`config.mk`:
```
export PLATFORM = sky130hd
export DESIGN_NAME = websocket_text_frame_unmask_flat
export DESIGN_NICKNAME = d
export VERILOG_FILES = /design/src/rtl/core/wsu_pkg.sv /design/src/rtl/core/wsu_if.sv /design/src/rtl/core/wsu_in_stage.sv /design/src/rtl/core/wsu_parser.sv /design/src/rtl/core/wsu_out_stage.sv /design/src/rtl/core/websocket_text_frame_unmask.sv /design/src/flat_wrapper.sv
export SDC_FILE = /design/constraint.sdc
export NUM_CORES = 1
export LEC_CHECK = 0
export BUFFER_PORTS_ARGS = -buffer_cell sky130_fd_sc_hd__buf_2
export CORE_UTILIZATION = 39
export DETAILED_ROUTE_END_ITERATION = 16
export PLACE_DENSITY_LB_ADDON = 0.25
export SLEW_MARGIN = 10
export SYNTH_ARGS = -nofsm -noshare
export SYNTH_HDL_FRONTEND = slang
export SYNTH_SLANG_ARGS = --single-unit
```
`constraint.sdc`:
```
create_clock -name clock -period 3.3 [get_ports clock]
set_input_delay 0.33 -clock clock [delete_from_list [all_inputs] [get_ports clock]]
set_output_delay 0.33 -clock clock [all_outputs]
set_load 0.005 [all_outputs]
```
`src/rtl/core/wsu_pkg.sv`:
```
// Shared types and constants for the WebSocket text frame unmasker.
package wsu_pkg;

   localparam logic [3:0] OPCODE_TEXT = 4'd1;
   localparam logic [6:0] LEN_CODE_EXT16 = 7'd126;
   localparam logic [6:0] LEN_CODE_EXT64 = 7'd127;
   localparam logic [3:0] BASE_HEADER_LEN = 4'd2;
   localparam logic [3:0] EXT16_BYTES = 4'd2;
   localparam logic [3:0] EXT64_BYTES = 4'd8;
   localparam logic [3:0] KEY_BYTES = 4'd4;
   localparam logic [3:0] POS_OPCODE = 4'd0;
   localparam logic [3:0] POS_LENGTH = 4'd1;

   typedef enum logic [1:0] {
      KIND_WS = 2'd0,
      KIND_WSS = 2'd1,
      KIND_REJECT = 2'd2
   } kind_type;

   typedef struct packed {
      logic [7:0] data_byte;
      logic       first_of_segment;
      logic       last_of_segment;
      logic       over_tls;
   } req_item_type;

   typedef struct packed {
      logic [7:0] out_byte;
      logic [1:0] out_kind;
      logic       out_last;
   } rsp_item_type;

   typedef struct packed {
      logic         valid;
      rsp_item_type item;
   } parse_result_type;

endpackage

```
`src/rtl/core/wsu_if.sv`:
```
// Valid/ready stream interfaces for the request and response channels.
interface wsu_req_if import wsu_pkg::*; ();
   logic         valid;
   logic         ready;
   req_item_type item;
   modport source (output valid, output item, input ready);
   modport sink (input valid, input item, output ready);
endinterface

interface wsu_rsp_if import wsu_pkg::*; ();
   logic         valid;
   logic         ready;
   rsp_item_type item;
   modport source (output valid, output item, input ready);
   modport sink (input valid, input item, output ready);
endinterface

```
`src/rtl/core/wsu_in_stage.sv`:
```
// Input register that holds one accepted request transaction.
module wsu_in_stage import wsu_pkg::*; (
   input  logic         clock,
   input  logic         reset,
   wsu_req_if.sink      req_if,
   input  logic         advance,
   output logic         stage_valid,
   output req_item_type stage_item
);

   logic         valid_ff, valid_in;
   req_item_type item_ff;
   logic         take;

   assign req_if.ready = !valid_ff || advance;
   assign take = req_if.valid && req_if.ready;

   always_comb begin
      valid_in = valid_ff;
      if (take) begin
         valid_in = 1'b1;
      end else if (advance) begin
         valid_in = 1'b0;
      end
   end

   always_ff @(posedge clock) begin
      if (reset) begin
         valid_ff <= 1'b0;
      end else begin
         valid_ff <= valid_in;
      end
   end

   always_ff @(posedge clock) begin
      if (take) begin
         item_ff <= req_if.item;
      end
   end

   assign stage_valid = valid_ff;
   assign stage_item = item_ff;

endmodule

```
`src/rtl/core/wsu_parser.sv`:
```
// Frame header parser, key capture and payload unmasking state.
module wsu_parser import wsu_pkg::*; (
   input  logic             clock,
   input  logic             reset,
   input  logic             advance,
   input  req_item_type     item,
   output parse_result_type result
);

   logic [3:0]  pos_ff, pos_in;
   logic [3:0]  len_ff, len_in;
   logic        mask_ff, mask_in;
   logic [31:0] key_ff, key_in;
   logic [1:0]  phase_ff, phase_in;
   logic        rej_ff, rej_in;
   logic        secure_ff, secure_in;

   always_comb begin
      logic [3:0] pos;
      logic [3:0] len;
      logic [3:0] key_start;
      logic [3:0] key_off;
      logic [6:0] code;
      logic       emit;
      logic [7:0] obyte;

      pos = item.first_of_segment ? POS_OPCODE : pos_ff;
      len_in = item.first_of_segment ? BASE_HEADER_LEN : len_ff;
      mask_in = item.first_of_segment ? 1'b0 : mask_ff;
      key_in = item.first_of_segment ? 32'd0 : key_ff;
      phase_in = item.first_of_segment ? 2'd0 : phase_ff;
      rej_in = item.first_of_segment ? 1'b0 : rej_ff;
      secure_in = (item.first_of_segment || pos_ff == POS_OPCODE) ? item.over_tls : secure_ff;
      pos_in = pos;
      emit = 1'b0;
      obyte = 8'd0;
      code = item.data_byte[6:0];
      len = BASE_HEADER_LEN;
      key_start = len_in - KEY_BYTES;
      key_off = pos - key_start;

      if (rej_in) begin
         pos_in = pos;
      end else if (pos < len_in) begin
         if (pos == POS_OPCODE) begin
            if (item.data_byte[3:0] != OPCODE_TEXT) begin
               rej_in = 1'b1;
            end
         end else if (pos == POS_LENGTH) begin
            mask_in = item.data_byte[7];
            if (code == LEN_CODE_EXT16) begin
               len = len + EXT16_BYTES;
            end else if (code == LEN_CODE_EXT64) begin
               len = len + EXT64_BYTES;
            end
            if (item.data_byte[7]) begin
               len = len + KEY_BYTES;
            end
            len_in = len;
         end else if (mask_in && pos >= key_start) begin
            key_in[{key_off[1:0], 3'b000} +: 8] = item.data_byte;
         end
         pos_in = pos + 4'd1;
      end else begin
         obyte = item.data_byte ^ (mask_in ? key_in[{phase_in, 3'b000} +: 8] : 8'd0);
         phase_in = phase_in + 2'd1;
         emit = 1'b1;
      end

      result.valid = emit || item.last_of_segment;
      result.item.out_byte = obyte;
      result.item.out_kind = emit ? (secure_in ? KIND_WSS : KIND_WS) : KIND_REJECT;
      result.item.out_last = item.last_of_segment;

      if (item.last_of_segment) begin
         pos_in = POS_OPCODE;
         len_in = BASE_HEADER_LEN;
         mask_in = 1'b0;
         key_in = 32'd0;
         phase_in = 2'd0;
         rej_in = 1'b0;
      end
   end

   always_ff @(posedge clock) begin
      if (reset) begin
         pos_ff <= POS_OPCODE;
         len_ff <= BASE_HEADER_LEN;
         mask_ff <= 1'b0;
         key_ff <= 32'd0;
         phase_ff <= 2'd0;
         rej_ff <= 1'b0;
         secure_ff <= 1'b0;
      end else if (advance) begin
         pos_ff <= pos_in;
         len_ff <= len_in;
         mask_ff <= mask_in;
         key_ff <= key_in;
         phase_ff <= phase_in;
         rej_ff <= rej_in;
         secure_ff <= secure_in;
      end
   end

endmodule

```
`src/rtl/core/wsu_out_stage.sv`:
```
// Output register that holds one response transaction until it is taken.
module wsu_out_stage import wsu_pkg::*; (
   input  logic             clock,
   input  logic             reset,
   input  logic             advance,
   input  parse_result_type result,
   output logic             slot_free,
   wsu_rsp_if.source        rsp_if
);

   logic         valid_ff, valid_in;
   rsp_item_type item_ff;
   logic         load;

   assign slot_free = !valid_ff || rsp_if.ready;
   assign load = advance && result.valid;

   always_comb begin
      valid_in = valid_ff;
      if (load) begin
         valid_in = 1'b1;
      end else if (rsp_if.ready) begin
         valid_in = 1'b0;
      end
   end

   always_ff @(posedge clock) begin
      if (reset) begin
         valid_ff <= 1'b0;
      end else begin
         valid_ff <= valid_in;
      end
   end

   always_ff @(posedge clock) begin
      if (load) begin
         item_ff <= result.item;
      end
   end

   assign rsp_if.valid = valid_ff;
   assign rsp_if.item = item_ff;

endmodule

```
`src/rtl/core/websocket_text_frame_unmask.sv`:
```
// Top level of the WebSocket text frame unmasker.
// The parse result of the input register is loaded into the output register.
// Throughput: one request transaction per cycle while the output is not stalled,
// set by the single parse stage between the input register and the output register.
// Reset is synchronous; it clears the parse state to the start of a header
// and empties both registers.
module websocket_text_frame_unmask import wsu_pkg::*; (
   input  logic       clock,
   input  logic       reset,
   wsu_req_if.sink    req_if,
   wsu_rsp_if.source  rsp_if
);

   logic             stage_valid;
   req_item_type     stage_item;
   logic             slot_free;
   logic             advance;
   parse_result_type result;

   assign advance = stage_valid && slot_free;

   wsu_in_stage u_in_stage (
      .clock       (clock),
      .reset       (reset),
      .req_if      (req_if),
      .advance     (advance),
      .stage_valid (stage_valid),
      .stage_item  (stage_item)
   );

   wsu_parser u_parser (
      .clock   (clock),
      .reset   (reset),
      .advance (advance),
      .item    (stage_item),
      .result  (result)
   );

   wsu_out_stage u_out_stage (
      .clock     (clock),
      .reset     (reset),
      .advance   (advance),
      .result    (result),
      .slot_free (slot_free),
      .rsp_if    (rsp_if)
   );

endmodule

```
`src/flat_wrapper.sv`:
```
// flat-port wrapper written by rule: the top's interface ports become plain ports
module websocket_text_frame_unmask_flat import wsu_pkg::*;
  (clock, reset, req_if_valid, req_if_item, req_if_ready, rsp_if_valid, rsp_if_item, rsp_if_ready);
  wsu_req_if req_if_i ();
  wsu_rsp_if rsp_if_i ();
  input  logic clock;
  input  logic reset;
  input wire logic [$bits(req_if_i.valid)-1:0] req_if_valid;
  input wire logic [$bits(req_if_i.item)-1:0] req_if_item;
  output wire logic [$bits(req_if_i.ready)-1:0] req_if_ready;
  output wire logic [$bits(rsp_if_i.valid)-1:0] rsp_if_valid;
  output wire logic [$bits(rsp_if_i.item)-1:0] rsp_if_item;
  input wire logic [$bits(rsp_if_i.ready)-1:0] rsp_if_ready;
  assign req_if_i.valid = req_if_valid;
  assign req_if_i.item = req_if_item;
  assign req_if_ready = req_if_i.ready;
  assign rsp_if_valid = rsp_if_i.valid;
  assign rsp_if_item = rsp_if_i.item;
  assign rsp_if_i.ready = rsp_if_ready;
  websocket_text_frame_unmask u_core (.clock(clock), .reset(reset), .req_if(req_if_i), .rsp_if(rsp_if_i));
endmodule
```
# == Word-level counts from Yosys, hierarchy flattened ==
# Cells that the tools add are included.
# Widths: inputs -> output; s select.
# classes
n_eq_ne,4
bitwise,1
mux,50
n_lt_le_gt_ge,2
reduce_logical,15
n_shift,3
n_addsub,6
# op_table
cell,n
$mux 32,7
$mux 4,17
$bwmux 32,1
$shift 8x7->32 const A,1
$shiftx 32x6->8,1
$shiftx 8x7->32,1
$mux 1,20
$eq 7x7->1 const B,2
$logic_not 4->1,2
$mux 2,4
$mux 8,1
$xor 8x8->8,1
$neg 5->7,1
$add 4x1->4 const B,1
$add 4x3->4 const B,1
$eq 4x1->1 const B,1
$ge 4x4->1,1
$logic_and 1x1->1,4
$logic_or 1x1->1,4
$lt 4x4->1,1
$ne 4x1->1 const B,1
$reduce_bool 2->1,2
$sub 4x3->4 const B,1
$add 2x1->2 const B,1
3 further kinds,4
# totals
wordCells,97
input_bits,15
regBits,69
out_inout_bits,13

# == Longest topological paths before layout ==
# Gate-level depths: netlist (run 1).
# logic_depth
ltp_word,14
ltp_mapped,12
depth_no_buf,11

# == Hierarchy ==
# A second synthesis (run 1) with hierarchy kept.
# hier_totals
cells_unflattened,377
hier_area_um2,3622.2
# by_module_without_submodules
mod,instances,area_each_um2,cells_per_inst,seq_area_each_um2
wsu_parser,1,2850.2,344,900.9
wsu_in_stage,1,385.4,16,350.3
wsu_out_stage,1,380.4,16,350.3
websocket_text_frame_unmask,1,6.3,1,0.0

# == Worst setup path before layout (run 1) ==
# No wires, ideal clock.
# synth_timing
path_kind,reg-to-reg
startpoint,"register u_core.u_in_stage.item_ff, in the netlist u_core.u_in_stage.stage_item[2]"
endpoint,register u_core.u_parser.key_ff[0]
required_ns,3.240
path_slack_ns,0.371
path_stages_with_launch,12
synth_period_minus_slack_ns,2.929
path_buffers,2
setup_ns,0.060
arrival_time_ns,2.869
cell_sequence,edfxtp_1 > clkbuf_1 > clkbuf_1 > nor2b_1 > ha_1 > inv_1 > fa_1 > a21o_1 > a21o_4 > or3_4 > nor4_4 > a22o_1
# synth_between
elab_chain_len,12
word_cells_on_any_way,22
classes_between,3 x add/sub; 2 x order compare; 1 x eq/ne; 2 x shift; 12 x mux; 2 x reduce/logical
# synth_rtl
element,line,rtl
start: declaration,wsu_in_stage.sv:12,req_item_type item_ff;
start signal: assignment,wsu_in_stage.sv:37,item_ff <= req_if.item;
$mux 4,wsu_parser.sv:28,len_in = item.first_of_segment ? BASE_HEADER_LEN : len_ff;
$sub 4x3->4,wsu_parser.sv:39,key_start = len_in - KEY_BYTES;
$sub 2x2->2,wsu_parser.sv:40,key_off = pos - key_start;
$neg 5->7,wsu_parser.sv:61,"key_in[{key_off[1:0], 3'b000} +: 8] = item.data_byte;"
$shiftx 8x7->32 / $shift 8x7->32 (equally long branches),wsu_parser.sv:61,
$bwmux 32,wsu_parser.sv:61,
$mux 32,wsu_parser.sv:60,end else if (mask_in && pos >= key_start) begin
$mux 32,wsu_parser.sv:49,end else if (pos == POS_LENGTH) begin
$mux 32,wsu_parser.sv:45,if (pos == POS_OPCODE) begin
$mux 32,wsu_parser.sv:44,end else if (pos < len_in) begin
$mux 32 (*),wsu_parser.sv:42,if (rej_in) begin
$mux 32 (*),wsu_parser.sv:75,if (item.last_of_segment) begin
end signal: assignment,wsu_parser.sv:98,key_ff <= key_in;
end: declaration,wsu_parser.sv:13,"logic [31:0] key_ff, key_in;"
# Mark *: on every way between the ends. The rest lies on a longest branch, timed or not.
# A chain may end at the register's enable or synchronous reset.

# == Worst setup path in the final report (run 1) ==
# Ends and elaborated chain as after synthesis.

==> results of run 1 <==
worst paths after layout:
| path | startpoint | endpoint | slack, ps | depth (start not counted) |
|---|---|---|---|---|
| worst min register to register | u_core.u_parser.len_ff[0]$_SDFFE_PP0P_ | u_core.u_parser.len_ff[0]$_SDFFE_PP0P_ | 460 | 1 |
| worst max-delay path | u_core.u_in_stage.stage_item[2]$_DFFE_PP_ | u_core.u_parser.key_ff[0]$_SDFFE_PP0P_ | 270 | 10 |
| worst min-delay path | req_if_item[9] | u_core.u_in_stage.stage_item[9]$_DFFE_PP_ | 150 | 1 |
| worst max register to register | u_core.u_in_stage.stage_item[2]$_DFFE_PP_ | u_core.u_parser.key_ff[0]$_SDFFE_PP0P_ | 270 | 10 |
Yosys cell counts, types with 2 or more instances:
library cell and n:
xor2_1 9, buf_2 3, edfxtp_1 22, a41oi_2 3, nor3_2 2, nand2_1 16, dfxtp_1 47, nor4_1 3
ha_1 14, and2_1 3, o2bb2ai_1 2, a211oi_1 3, inv_1 12, o21ai_0 5, nor3_1 4, nor2b_1 7
nand3b_1 2, o32ai_1 2, mux4_2 8, clkbuf_1 9, nand2b_1 6, o31ai_1 2, nor3_4 2, a31oi_1 3
nor2_1 26, nand3_1 4, a21oi_1 10, a22o_1 34
worst max-delay path, cell delays in order, from the launching register on:
cell      delay [ps]
edfxtp_1         500
nor2b_1          130
inv_1            120
ha_1             150
inv_1             50
fa_1             370
a21o_1           200
a21o_4           250
or3_4            450
nor4_4           550
a22o_1           210
where the power goes:
part           switching (W)  total [W]  internal [W]
combinational      0.0000564  0.0000868     0.0000304
sequential         0.0000219   0.000911      0.000889
clock               0.000353   0.000790      0.000436
total               0.000432    0.00179       0.00136
flip-flops by register name, indices dropped and copies added (netlist names):
register	cells
u_core.u_parser.key_ff	32
u_core.u_in_stage.stage_item	11
u_core.u_out_stage.rsp_if.item	11
u_core.u_parser.len_ff	4
u_core.u_parser.pos_ff	4
u_core.u_parser.phase_ff	2
u_core.u_in_stage.stage_valid	1
u_core.u_out_stage.rsp_if.valid	1
u_core.u_parser.mask_ff	1
u_core.u_parser.rej_ff	1
u_core.u_parser.secure_ff	1
area by class of cell:
class / count / area (um^2)
clock buffer: 9 / 123.9
timing repair buffer: 32 / 172.7
multi-input combinational: 192 / 1546
clock inverter: 7 / 102.6
sequential: 69 / 1602
fill: 737 / 4168
inverter: 12 / 45.04
tap: 102 / 127.6
per-stage QoR:
step	hold slack, ps	total power (W)	worst slack (ps)	instance area (um^2)	utilization [%]
3_5_place_dp	447.4	0.001016	290.2	3493	44.29
3_3_place_gp	442.5	0.001016	324.6	3493	44.29
4_1_cts	139.8	0.001804	265.4	3720	47.16
6_report	154.1	0.001788	266.4	3720	47.16
2_1_floorplan	421.4	0.0009806	371.2	3242	-
5_1_grt	127.1	0.001863	37.49	3720	47.16
per-layer routing:
| layer | part of all wire, % | vias to the layer above |
|---|---|---|
| li1 | - | 1136 |
| met1 | 46 | 1108 |
| met4 | 0.77 | 0 |
| met2 | 46 | 82 |
| met3 | 7.7 | 6 |
| met5 | 0 | - |
kinds of logic (layout without fill, tap and decap cells):
group / count (synthesis) / in the layout / synth area share [%]
buffers and inverters: 24 / 60 / 2.894
muxes: 9 / 9 / 5.866
AOI/OAI and AO/OA: 75 / 75 / 18.83
xor gates and xnor gates: 10 / 10 / 2.702
DFF: 69 / 69 / 49.40
adders and majority gates: 15 / 15 / 6.021
and+or+nand+nor: 83 / 83 / 14.28
==> reports/qor.csv, run 1 <==
metric,value,unit
CP endpoint kind,flop,
CP Max Fanout,10,
clock-pin transition on the worst setup and hold timing paths,90,ps
grt peak-use layer,met2,
Die ar.,8681,um^2
H-Tree Depth,3,
Port Buffers,27,
n_diodes,0,
post-cts sizing count,0,
Synth Area per Inst,11.37,um^2
hold buffer count at CTS,0,
drc violations,0,
share of cells above drive strength 1,20.87,%
Yosys top cell area share,29.02,%
Max clock buf depth,2,
CTS Root Cell,clkbuf_8,
setup bufs post-CTS,0,
initial antenna violation count,0,
Finish-stage setup viols,0,
# IOs,28,
CP startpoint kind,flop,
DR vias/cell,5.513,
Core Region,7888,um^2
Ys Warns,0,
post-synthesis cell type count,50,
largest net degree at the start of global routing,15,
CTS buffer count,9,
CP arrival,3310,ps
Pre-Repair DR Iteration Count,4,
Critical Path RT,3570,ps
"commonest cells after routing, fill and taps aside","47 x dfxtp_1, 34 x a22o_1, 27 x buf_2",
initial core utilization,41.10,%
GR Util met1,26.39,%
CTS tree,done,
grt ovf,0,
Synth Cell Area,3242,um^2
Pins Over Slew Limit,0,
M2 GR Usage,27.63,%
dpl cells,407,
drt initial violations,130,
gp weighted congestion,0.8730,
synthesized flop and latch total,69,
Synth area leader,dfxtp_1,
global-route met3 utilization,3.902,%
Area contributors post-synth,"dfxtp_1 29%, edfxtp_1 20%, a22o_1 9.2%",
worst-margin pin slew,800.9,ps
clock latency on the worst-skew pair,340,ps
CTS Sinks,69,
"Hold Violations, Final",0,
nets@finish,346,
Final min period,3034,ps
"most common cell after layout, fill and taps aside",dfxtp_1,
Vert. Die Dim,93.17,um
ys flop type,dfxtp_1,
Fmax achieved,329.6,MHz
total length of routed wires,7.176,mm
Max rail drop VDD,0.2673,mV
fin cells,423,
area delta synth->final,14.74,%
setup repair after global routing missed its margin,false,
Cells after Synth,285,
number of global-route vias before repair,2258,
number of synthesized flops with an enable pin,22,
Post-Syn Nets,315,
max-cap violations,0,
max_slew headroom,46.25,%
Clock Skew,16.01,ps
sequential share of the synthesized area,49.40,%
global-route wire length before repair,11.90,mm
Chip Width,93.17,um
Rows,32,
leakage power,1.406,nW
TNS Setup,0,ps
HP Class,in2reg,
Total GRT Usage,18.24,%
status,finished clean,
Routed WL per cell,16.96,um
Tcrit/Tclk final,91.93,%
Detailed Place HPWL,5.153,mm
final antenna-violating net count,0,
"FFs w/ async S/R, synth",0,%
PD cells,480.6,nW/um^2
Worst Setup Path Type,reg2reg,
via count,2332,
Note: power is estimated with default switching activity, not from simulation.
==> inputs of run 2 (changes only) <==
--- a/config.mk
+++ b/config.mk
@@ -5,6 +5,7 @@
 export SDC_FILE = /design/constraint.sdc
 export NUM_CORES = 1
 export LEC_CHECK = 0
+export ABC_AREA = 1
 export BUFFER_PORTS_ARGS = -buffer_cell sky130_fd_sc_hd__buf_2
 export CORE_UTILIZATION = 39
 export DETAILED_ROUTE_END_ITERATION = 16
==> run 2 against run 1 <==
Compared with the run above: die area up 28%; final area increased by 25%; clock power shrank 21%; area after synthesis is 28% higher; clock skew decreased by 6.2 ps; core utilization fell by 2.0 points; sequential power fell by 0.8%; setup slack improved by 120 ps; first-iteration DRC count rose by 120%; critical path depth rose by 3; non-clock buffer count rose by 12; sequential cell count stayed put.
==> reports/qor.csv, run 2 <==
metric,value,unit,change
status,finished clean,,
number of global-route vias before repair,3789,,+68%
initial antenna violation count,0,,unchanged
synth cell count leaders,"174 x nand2_1, 79 x nand3_1, 72 x a21oi_1",,
via count,4101,,+76%
reg2reg start,u_core.u_in_stage.stage_item[2]$_DFFE_PP_,,
PD cells,355.5,nW/um^2,-26%
final antenna-violating net count,0,,unchanged
max_slew headroom,39.83,%,-6.4 points
met3 wire length,688,um,+24%
synthesized flop and latch total,69,,unchanged
Routed WL per cell,14.76,um,-13%
share of cells above drive strength 1,12.46,%,-8.4 points
CP startpoint,u_core.u_in_stage.stage_item[2]$_DFFE_PP_,,
Core Region,10320,um^2,+31%
Metal-1 WL,5.468,mm,+67%
initial core utilization,40.30,%,-0.80 points
Synth Area per Inst,6.842,um^2,-40%
Top Metal Used,met4,,
Pre-Repair DR Iteration Count,5,,+1
Die ar.,11080,um^2,+28%
Yosys top cell area share,22.62,%,-6.4 points
grt ovf,0,,unchanged
# IOs,28,,unchanged
CTS tree,done,,
Ys Warns,0,,unchanged
Chip Width,105.3,um,+13%
HP Class,in2reg,,
CP startpoint kind,flop,,
drc violations,0,,unchanged
Max rail drop VDD,0.2196,mV,-18%
DR vias/cell,5.271,,-4.4%
Pins Over Slew Limit,0,,unchanged
Finish-stage setup viols,0,,unchanged
ys flop type,dfxtp_1,,
clock latency on the worst-skew pair,350,ps,about the same
worst-margin pin slew,902.5,ps,+101.6 ps
Hold EP,u_core.u_in_stage.stage_item[1]$_DFFE_PP_,,
drt initial violations,280,,+120%
HP Start,req_if_item[1],,
Hold Path Cell Cnt,1,,unchanged
Rows,37,,+16%
H-Tree Depth,3,,unchanged
CP arrival,3180,ps,-130 ps
setup repair after global routing missed its margin,false,,
Area contributors post-synth,"dfxtp_1 23%, edfxtp_1 16%, nand2_1 16%",,
Largest register FFs,32,,unchanged
number of synthesized flops with an enable pin,22,,unchanged
dpl cells,759,,+86%
r2r worst-path depth,13,,+3
clock-pin transition on the worst setup and hold timing paths,70,ps,-20 ps
sequential share of the synthesized area,38.50,%,-11 points
CTS Root Cell,clkbuf_8,,
Tcrit/Tclk final,88.42,%,-3.5 points
Met2 Wirelength,5.044,mm,+54%
Cells after Synth,608,,+110%
"Hold Violations, Final",0,,unchanged
Synth Cell Area,4160,um^2,+28%
setup bufs post-CTS,0,,unchanged
leakage power,1.995,nW,+42%
post-cts sizing count,0,,unchanged
"most common cell after layout, fill and taps aside",nand2_1,,
Max clock buf depth,2,,unchanged
worst reg2reg setup slack,380,ps,+120 ps
nets@finish,667,,+93%
CTS Sinks,69,,unchanged
TNS Setup,0,ps,unchanged
Synth area leader,dfxtp_1,,
fin cells,778,,+84%
max-cap violations,0,,unchanged
most common cell in the netlist,nand2_1,,
Critical Path RT,3560,ps,about the same
Post-Syn Nets,638,,+100%
Final min period,2918,ps,-115.9 ps
n_diodes,0,,unchanged
global-route wire length before repair,18.53,mm,+56%
CP Max Fanout,10,,unchanged
area delta synth->final,12.09,%,
hold buffer count at CTS,0,,unchanged
Detailed Place HPWL,8.451,mm,+64%
Total GRT Usage,21.46,%,+3.2 points
"commonest cells after routing, fill and taps aside","174 x nand2_1, 79 x nand3_1, 72 x a21oi_1",,
CP endpoint kind,flop,,
CTS buffer count,9,,unchanged
most flop-heavy register,u_core.u_parser.key_ff,,
Vert. Die Dim,105.3,um,+13%
gp weighted congestion,0.9599,,+10%
Port Buffers,27,,unchanged
post-synthesis cell type count,30,,-40%
"FFs w/ async S/R, synth",0,%,unchanged
total length of routed wires,11.48,mm,+60%
Fmax achieved,342.7,MHz,+4.0%
worst reg2reg endpoint,u_core.u_parser.key_ff[2]$_SDFFE_PP0P_,,
Clock Skew,9.844,ps,-6.167 ps
Worst Setup Path Type,reg2reg,,
largest net degree at the start of global routing,47,,+32
==> run 2: cell count changes in the layout (fill, tap and decap cells not counted), moves of 9 or more <==
| cell | change |
|---|---|
| nand2_1 | +158 |
| nand3_1 | +75 |
| a21oi_1 | +62 |
| inv_1 | +45 |
| a22o_1 | -34 |
| o21ai_0 | +29 |
| buf_4 | +11 |
| nor2_1 | +9 |
==> run 2: logic make-up (layout without fill, tap and decap cells) <==
logic type	Yosys count	after routing	share of synthesized area (%)
fa+ha+maj	15	15	4.692
simple gates	322	322	34.14
flops	69	69	38.50
buf+inv	89	123	8.511
xor+xnor	5	5	1.053
compound gates	108	108	13.11
==> run 2: power breakdown <==
part / internal, W / total [W] / switching (W)
logic: 0.0000366 / 0.000129 / 0.0000928
clock network: 0.000313 / 0.000624 / 0.000311
registers: 0.000890 / 0.000904 / 0.0000140
total: 0.00124 / 0.00166 / 0.000418
==> run 2: metal layers <==
layer | up-vias | GRT usage [%]
met4 | 0 | 7.948
li1 | 2053 | -
met5 | - | 0
met3 | 20 | 4.824
met1 | 1895 | 28.99
met2 | 133 | 33.46
==> run 2: critical path, stage by stage, from the launching register on <==
cell	delay, ps
edfxtp_1	560
nor2_1	270
inv_1	140
ha_1	220
inv_1	60
fa_1	460
inv_1	130
ha_1	220
nand2_1	190
nor3_1	200
nand3_1	120
nand2_1	80
nand2_1	60
a21oi_1	140
==> run 2: worst max path at each step <==
stage                                                           end  cells after the start
floorplan                   u_core.u_parser.key_ff[23]$_SDFFE_PP0P_                     13
global placement    u_core.u_out_stage.rsp_if.item[6]$_SDFFCE_PN0P_                     12
detailed placement          u_core.u_parser.key_ff[17]$_SDFFE_PP0P_                     15
CTS                          u_core.u_parser.len_ff[1]$_SDFFE_PP1P_                     15
global route                 u_core.u_parser.key_ff[8]$_SDFFE_PP0P_                     13
finish                       u_core.u_parser.key_ff[2]$_SDFFE_PP0P_                     13
==> run 2: through the flow <==
| step | hold slack (ps) | area [um^2] | setup WS (ps) | utilization, % | total power, W |
|---|---|---|---|---|---|
| global placement | 453.3 | 4468 | 403.6 | 43.28 | 0.001046 |
| detailed placement | 457.4 | 4468 | 317.3 | 43.28 | 0.001048 |
| global route | 133.0 | 4663 | 116.9 | 45.17 | 0.001727 |
| finish | 156.7 | 4663 | 382.3 | 45.17 | 0.001658 |
| floorplan | 428.9 | 4160 | 351.3 | - | 0.001001 |
| CTS | 143.5 | 4641 | 284.3 | 44.95 | 0.001666 |
==> run 2: cell type report <==
cell class | count | area (um^2)
fillers | 1038 | 5660
inverters | 63 | 236.5
clock inverters | 2 | 10.01
multi-input cells | 450 | 2207
well taps | 136 | 170.2
flip-flops and latches | 69 | 1602
repair buffers | 44 | 275.3
clock buffers | 14 | 162.7
